==> src/rtl/kdq_pkg.sv <==
// kdq_pkg: shared types and constants for the keyed deque with delete
// used by kdq_ram and keyed_deque_with_delete; no dependencies
package kdq_pkg;

	localparam int DEPTH = 16;
	localparam int IDX_W = (DEPTH > 1) ? $clog2(DEPTH) : 1;
	localparam int CNT_W = $clog2(DEPTH + 1);
	localparam int SUM_W = IDX_W + 1;
	localparam int KEY_W = 32;
	localparam int PAY_W = 32;

	localparam logic [IDX_W-1:0] LAST_IDX  = IDX_W'(DEPTH - 1);
	localparam logic [CNT_W-1:0] DEPTH_CNT = CNT_W'(DEPTH);
	localparam logic [SUM_W-1:0] DEPTH_SUM = SUM_W'(DEPTH);

	typedef logic [IDX_W-1:0] idx_t;
	typedef logic [CNT_W-1:0] cnt_t;

	typedef enum logic [1:0] {
		FN_PUSH_BACK  = 2'd0,
		FN_PUSH_FRONT = 2'd1,
		FN_POP_FRONT  = 2'd2,
		FN_DELETE     = 2'd3
	} func_t;

	typedef enum logic [2:0] {
		ST_IDLE,
		ST_EXEC,
		ST_SCAN_RD,
		ST_SCAN_CMP,
		ST_SHIFT_RD,
		ST_SHIFT_WR,
		ST_FRONT_RD,
		ST_FRONT_OUT
	} state_t;

	typedef struct packed {
		logic [KEY_W-1:0] key;
		logic [PAY_W-1:0] payload;
	} record_t;

	typedef struct packed {
		logic    we;
		idx_t    waddr;
		record_t wdata;
		idx_t    raddr;
	} ram_req_t;

	// next slot round the ring
	function automatic idx_t slot_inc(idx_t p);
		return (p == LAST_IDX) ? '0 : idx_t'(p + 1'b1);
	endfunction

	// previous slot round the ring
	function automatic idx_t slot_dec(idx_t p);
		return (p == '0) ? LAST_IDX : idx_t'(p - 1'b1);
	endfunction

endpackage

==> src/rtl/kdq_ram.sv <==
// kdq_ram: record storage, one write port and one read port with registered read data
// depends on kdq_pkg
module kdq_ram (
	input  logic              clk,
	input  kdq_pkg::ram_req_t req,
	output kdq_pkg::record_t  rdata
);
	import kdq_pkg::*;

	record_t mem_q [DEPTH];
	record_t rdata_q;

	always_ff @(posedge clk) begin
		if (req.we) begin
			mem_q[req.waddr] <= req.wdata;
		end
		rdata_q <= mem_q[req.raddr];
	end

	assign rdata = rdata_q;

endmodule

==> src/rtl/keyed_deque_with_delete.sv <==
// keyed_deque_with_delete: top level, sequencer and ring pointers around one record memory
// depends on kdq_pkg and kdq_ram
//
// An ordered ring of up to DEPTH records (32-bit key, 32-bit payload). An item is taken when
// start is high and busy is low; busy then stays high until the result has gone out. The
// result is shown for one cycle with done high and cannot be held off, so the receiver must
// take it then. Push back, push front and pop pass through the execute, front-read and
// front-output states. Delete walks the records through the single memory read port: a
// read and a compare state per record compared, a read and a write state per record moved
// up to close the gap, the memory port being the limit. No clearing pass after reset.
module keyed_deque_with_delete (
	input  logic                      clk,
	input  logic                      arst_n,
	input  logic                      start,
	output logic                      busy,
	input  logic [1:0]                func,
	input  logic [kdq_pkg::KEY_W-1:0] record_key,
	input  logic [kdq_pkg::PAY_W-1:0] record_payload,
	output logic                      done,
	output logic                      found,
	output logic                      push_dropped,
	output logic                      is_empty,
	output logic [kdq_pkg::KEY_W-1:0] front_key,
	output logic [kdq_pkg::PAY_W-1:0] front_payload
);
	import kdq_pkg::*;

	state_t  state_q, state_d;
	func_t   func_q;
	record_t rec_q;
	idx_t    head_q;
	cnt_t    occ_q;
	cnt_t    pos_q;
	idx_t    ptr_q;
	logic    found_q;
	logic    dropped_q;

	ram_req_t req;
	record_t  rdata;

	logic [SUM_W-1:0] tail_sum;
	idx_t             tail_slot;
	logic             full;
	logic             more_after;
	logic             more_after_next;
	logic             key_hit;

	kdq_ram u_ram (
		.clk   (clk),
		.req   (req),
		.rdata (rdata)
	);

	assign tail_sum  = SUM_W'(head_q) + SUM_W'(occ_q);
	assign tail_slot = (tail_sum >= DEPTH_SUM) ? idx_t'(tail_sum - DEPTH_SUM) : idx_t'(tail_sum);
	assign full      = (occ_q >= DEPTH_CNT);
	assign key_hit   = (rdata.key == rec_q.key);
	// a record still follows position pos (or pos+1) that has to move up
	assign more_after      = ({1'b0, pos_q} + 1'b1) < {1'b0, occ_q};
	assign more_after_next = ({1'b0, pos_q} + 2'd2) < {1'b0, occ_q};

	always_ff @(posedge clk or negedge arst_n) begin
		if (!arst_n) begin
			state_q <= ST_IDLE;
		end else begin
			state_q <= state_d;
		end
	end

	always_comb begin
		state_d   = state_q;
		req.we    = 1'b0;
		req.waddr = ptr_q;
		req.wdata = rdata;
		req.raddr = ptr_q;
		unique case (state_q)
			ST_IDLE: begin
				if (start) begin
					state_d = ST_EXEC;
				end
			end
			ST_EXEC: begin
				unique case (func_q)
					FN_PUSH_BACK: begin
						req.we    = !full;
						req.waddr = tail_slot;
						req.wdata = rec_q;
						state_d   = ST_FRONT_RD;
					end
					FN_PUSH_FRONT: begin
						req.we    = !full;
						req.waddr = slot_dec(head_q);
						req.wdata = rec_q;
						state_d   = ST_FRONT_RD;
					end
					FN_POP_FRONT: begin
						state_d = ST_FRONT_RD;
					end
					FN_DELETE: begin
						state_d = (occ_q != '0) ? ST_SCAN_RD : ST_FRONT_RD;
					end
				endcase
			end
			ST_SCAN_RD: begin
				state_d = ST_SCAN_CMP;
			end
			ST_SCAN_CMP: begin
				if (key_hit) begin
					state_d = more_after ? ST_SHIFT_RD : ST_FRONT_RD;
				end else begin
					state_d = more_after ? ST_SCAN_RD : ST_FRONT_RD;
				end
			end
			ST_SHIFT_RD: begin
				req.raddr = slot_inc(ptr_q);
				state_d   = ST_SHIFT_WR;
			end
			ST_SHIFT_WR: begin
				req.we    = 1'b1;
				req.waddr = ptr_q;
				req.wdata = rdata;
				state_d   = more_after_next ? ST_SHIFT_RD : ST_FRONT_RD;
			end
			ST_FRONT_RD: begin
				req.raddr = head_q;
				state_d   = ST_FRONT_OUT;
			end
			ST_FRONT_OUT: begin
				state_d = ST_IDLE;
			end
			default: begin
				state_d = ST_IDLE;
			end
		endcase
	end

	always_ff @(posedge clk or negedge arst_n) begin
		if (!arst_n) begin
			head_q    <= '0;
			occ_q     <= '0;
			pos_q     <= '0;
			ptr_q     <= '0;
			found_q   <= 1'b0;
			dropped_q <= 1'b0;
			func_q    <= FN_PUSH_BACK;
		end else begin
			unique case (state_q)
				ST_IDLE: begin
					if (start) begin
						func_q    <= func_t'(func);
						found_q   <= 1'b0;
						dropped_q <= 1'b0;
						pos_q     <= '0;
						ptr_q     <= head_q;
					end
				end
				ST_EXEC: begin
					unique case (func_q)
						FN_PUSH_BACK: begin
							if (full) begin
								dropped_q <= 1'b1;
							end else begin
								occ_q <= cnt_t'(occ_q + 1'b1);
							end
						end
						FN_PUSH_FRONT: begin
							if (full) begin
								dropped_q <= 1'b1;
							end else begin
								head_q <= slot_dec(head_q);
								occ_q  <= cnt_t'(occ_q + 1'b1);
							end
						end
						FN_POP_FRONT: begin
							if (occ_q != '0) begin
								head_q <= slot_inc(head_q);
								occ_q  <= cnt_t'(occ_q - 1'b1);
							end
						end
						FN_DELETE: begin
						end
					endcase
				end
				ST_SCAN_CMP: begin
					if (key_hit) begin
						found_q <= 1'b1;
						if (!more_after) begin
							occ_q <= cnt_t'(occ_q - 1'b1);
						end
					end else if (more_after) begin
						pos_q <= cnt_t'(pos_q + 1'b1);
						ptr_q <= slot_inc(ptr_q);
					end
				end
				ST_SHIFT_WR: begin
					pos_q <= cnt_t'(pos_q + 1'b1);
					ptr_q <= slot_inc(ptr_q);
					if (!more_after_next) begin
						occ_q <= cnt_t'(occ_q - 1'b1);
					end
				end
				ST_SCAN_RD, ST_SHIFT_RD, ST_FRONT_RD, ST_FRONT_OUT: begin
				end
				default: begin
				end
			endcase
		end
	end

	// item register for the key and payload
	always_ff @(posedge clk) begin
		if (state_q == ST_IDLE && start) begin
			rec_q.key     <= record_key;
			rec_q.payload <= record_payload;
		end
	end

	assign busy          = (state_q != ST_IDLE);
	assign done          = (state_q == ST_FRONT_OUT);
	assign found         = found_q;
	assign push_dropped  = dropped_q;
	assign is_empty      = (occ_q == '0);
	assign front_key     = is_empty ? '0 : rdata.key;
	assign front_payload = is_empty ? '0 : rdata.payload;

endmodule

==> config.mk <==
export PLATFORM = sky130hd
export DESIGN_NAME = keyed_deque_with_delete
export DESIGN_NICKNAME = d
export VERILOG_FILES = /design/src/rtl/kdq_pkg.sv /design/src/rtl/kdq_ram.sv /design/src/rtl/keyed_deque_with_delete.sv
export SDC_FILE = /design/constraint.sdc
export NUM_CORES = 2
export LEC_CHECK = 0
export BUFFER_PORTS_ARGS = -buffer_cell sky130_fd_sc_hd__buf_4
export CORE_MARGIN = 4
export CORE_UTILIZATION = 35
export DETAILED_ROUTE_END_ITERATION = 7
export SETUP_SLACK_MARGIN = 0.02
export SKIP_LAST_GASP = 1
export SYNTH_ARGS = -nofsm -noshare
export SYNTH_HDL_FRONTEND = slang
export SYNTH_HIERARCHICAL = 1
export SYNTH_SLANG_ARGS = --single-unit
==> constraint.sdc <==
create_clock -name clk -period 6.6 [get_ports clk]
set_clock_uncertainty 0.1 [all_clocks]
set_input_delay 1.32 -clock clk [delete_from_list [all_inputs] [get_ports clk]]
set_output_delay 1.32 -clock clk [all_outputs]
set_load 0.05 [all_outputs]
==> summary.md <==
| Metric | Value |
|---|---|
| Outcome | `finished, final reports clean` |
| Row cnt | `131` |
| P_sw | `9523 uW` |
| Flops & latches, synth | `1177` |
| Slew @ Worst Pin | `1.212 ns` |
| CP required | `5.18 ns` |
| Compound-cell area share of the yosys netlist | `0.03059` |
| VDD IR max | `0.0005291 V` |
| Starting Density | `0.3534` |
| Yosys cell types | `64` |
| 1st-iter DRT viols | `1954` |
| Critical path's largest stage delay | `0.55 ns` |
| Post-Synth Adder-Cell Area | `0.005697` |
| Most common cell on crit path | `buf_4` |
| Crit. Startpoint | `occ_q[1]$_DFFE_PN0P_` |
| Hold slack final | `0.4088 ns` |
| Multi-input logic area | `0.01024 sq mm` |
| Hold Crit Class | `reg -> reg` |
| Critical register-to-register path endpoint | `u_ram/mem_q[1][7]$_DFFE_PP_` |
| Mux contribution to synthesized area | `0.1323` |
| Pin count of the biggest net entering global routing | `109` |
| Vias | `22.09k` |
| Area growth, synth to finish | `16.00%` |
| Drt drc | `0` |
| Total power | `27320 uW` |
| Antenna fix cells | `0` |
| Simple-gate share of the synthesized area | `0.04325` |
| Crit-path slowest cell | `buf_4` |
| Post-route minimum period | `4.197 ns` |
| H-tree depth | `3` |
| Clock share of power | `0.244` |
| Power Density | `520.6 mW/mm^2` |
| FF+latch area | `0.03458 sq mm` |
| Top FF cell, synth | `edfxtp_1` |
| TritonRoute pass-1 iters | `5` |
| CTS sink count | `1177` |
| Largest family of logic cells by synthesized area | `multiplexers` |
| Crit. End Element | `output port` |
| Number of synthesized flops with an enable pin | `1088` |
| Most used cells in the layout excluding fill and tap cells | `edfxtp_1, nand2_1, mux4_2, buf_4, a22oi_1` |
| Via/cell ratio | `5.152` |
| Final hold viol count | `0` |
| Die width | `367.5 um` |
| Fill count | `11.17k` |
| R2R setup slack | `2.46 ns` |
| Nets@finish | `2545` |
| Worst Hold Path EP | `push_dropped$_DFFE_PN0P_` |
| Met1 WL | `46200 um` |
| TritonCTS buffer count | `117` |
| WS Path Type | `reg -> out` |
| Final worst-path cycle share | `0.6359` |
| I/O Pins | `138` |
| Most common cell after layout, fill and taps aside | `edfxtp_1` |
| Max-cap viol count | `0` |
| GPL Wtd Cong | `0.7946` |
| Clock Pin Slew Worst Setup and Hold Paths | `0.06 ns` |
| Sequential fraction of the synthesis area | `0.7643` |
| F_max | `0.2383 GHz` |
| Hold Crit Start | `push_dropped$_DFFE_PN0P_` |
| Syn Area/Cell | `19.89 sq um` |
| Met2 routed wirelength | `51890 um` |
| Core area | `0.1280 sq mm` |
| RSZ-0062 raised after global routing | `false` |
| Cell internal pwr | `17800 uW` |
| Final Slew Violations | `0` |
| R2r startpoint | `head_q[1]$_DFFE_PN0P_` |
| Layout Utilization | `0.4100` |
| Post-CTS sizing | `0` |
| Critical-path cell list | `inv_1, ha_1, nor4b_4, buf_4, nor2b_1, buf_4` |
| Post-DP HPWL | `58810 um` |
| XOR/XNOR Fraction of Synth Area | `0.009846` |
| Die ar. | `0.1351 sq mm` |
| Wire per inst | `24.73 um` |
| CTS Root Cell | `clkbuf_16` |
| Antenna-violating nets left | `0` |
| Hold_buf cts | `0` |
| Leakage | `0.01708 uW` |
| Critical path startpoint category | `register` |
| Comb power frac | `0.364` |
| GRT Total Usage | `0.1554` |
| Vias in the first global route | `23.14k` |
| CTS tree | `built` |
| Final setup TNS | `0 ns` |
| CP Max Fanout | `48` |
| Die height | `367.5 um` |
| Share of layout cells above drive strength 1 | `0.2584` |
| Post-Route WL | `106000 um` |
| Initial antenna violation count | `0` |
| Worst-skew pair later-pin latency | `0.70 ns` |
| Slew HR | `0.1903` |
| First-pass GRT wire length | `157100 um` |
| Post-synthesis cell count | `2275` |
| Yosys warns | `6` |
| Syn Nets | `2364` |
| Buffer count from post-CTS setup fixing | `0` |
| Final Setup Violations | `0` |
| Seq pwr share | `0.392` |
| CP arrival | `2.78 ns` |
| Met3 routed WL | `5878 um` |
| Worst r2r path cells | `9` |
| Remaining global-route overflow | `0` |
| Min-Delay Path Depth | `2` |
| Maximum clock path buffer count | `3` |
| Max layer used | `met4` |
| Mapped Area | `0.04524 sq mm` |
| Async S/R FF share, synth | `0.02124` |
| PortBufs | `137` |
| Switching part of the total | `0.3486` |
routing by layer:
metal  vias to the layer above  track usage
met5                         -            0
met4                         0      0.03932
met3                       132      0.02311
met2                       681       0.2561
met1                     11750       0.2177
li1                       9527            -
cells in the mapped netlist (all sizes together), types with 3 or more instances:
| cell type | n | area, sq um |
|---|---|---|
| nand3 | 9 | 45.04 |
| nor2 | 33 | 123.9 |
| mux2i | 6 | 60.06 |
| and2 | 3 | 18.77 |
| mux4 | 256 | 5766 |
| nand2 | 280 | 1051 |
| a21oi | 18 | 93.84 |
| xnor2 | 42 | 367.9 |
| nor2b | 68 | 425.4 |
| clkbuf | 62 | 232.7 |
| mux2 | 12 | 157.7 |
| o31ai | 3 | 22.52 |
| xor2 | 8 | 77.58 |
| nand2b | 7 | 43.79 |
| dfrtp | 25 | 625.6 |
| a22oi | 128 | 960.9 |
| a21o | 3 | 22.52 |
| o21ai | 19 | 106.4 |
| nand4 | 10 | 62.56 |
| dfxtp | 64 | 1281 |
| inv | 15 | 56.30 |
| ha | 19 | 237.7 |
| nor3 | 10 | 50.05 |
| edfxtp | 1088 | 32670 |
| buf | 54 | 346.6 |
through the flow:
stage	area, sq um	cells	setup slack, ns
after CTS	52480	4287	2.286
after floorplan	45260	2275	1.173
after global routing	52480	4287	2.158
final	52480	4287	2.403
after global placement	48570	4066	2.519
after detailed placement	48570	4066	2.472
cell families after synthesis:
group                    after synthesis
AO/OA/AOI/OAI                        190
XOR/XNOR                              50
adder cells (fa/ha/maj)               20
buffers and inverters                131
flip-flops                          1177
multiplexers                         274
AND/OR/NAND/NOR                      433
cell type report:
type,instances,area share
sequential,1177,0.6589
multi-input combinational,967,0.1950
clock buffer,158,0.06103
tap,1729,0.04122
timing repair buffer,178,0.02928
clock inverter,63,0.01347
inverter,15,0.001073
worst max-delay path, delay by kind of cell (launching register included):
kind / cells / cell delay [ns]
buffers and inverters: 3 / 0.98
AND/OR/NAND/NOR: 2 / 0.36
adder cells (fa/ha/maj): 1 / 0.19
flip-flops: 1 / 0.45
sequential cells by signal, indices dropped and copies added, names as in the netlist:
register and count:
pos_q 5, u_ram/rdata 64, u_ram/mem_q 1024, found 1, rec_q 64, occ_q 5, push_dropped 1, head_q 4
state_q 3, ptr_q 4, func_q 2
power groups by stage:
| stage | logic, uW | registers [uW] | clock network, uW |
|---|---|---|---|
| 2_1_floorplan | 7290 | 10500 | 0 |
| 3_3_place_gp | 9890 | 10800 | 0 |
| 3_5_place_dp | 10100 | 10900 | 0 |
| 4_1_cts | 10100 | 10700 | 6830 |
| 5_1_grt | 10800 | 10800 | 7160 |
| 6_report | 9950 | 10700 | 6670 |
worst max-delay path by stage:
| stage | to | cells past startpoint |
|---|---|---|
| after floorplan | u_ram/mem_q[15][0]$_DFFE_PP_ | 7 |
| after global placement | u_ram/mem_q[5][6]$_DFFE_PP_ | 8 |
| after detailed placement | u_ram/mem_q[1][7]$_DFFE_PP_ | 7 |
| after CTS | front_key[4] | 6 |
| after global routing | u_ram/rdata[19]$_DFF_P_ | 8 |
| final | front_payload[24] | 6 |
Note: power is estimated with default switching activity, not from simulation.
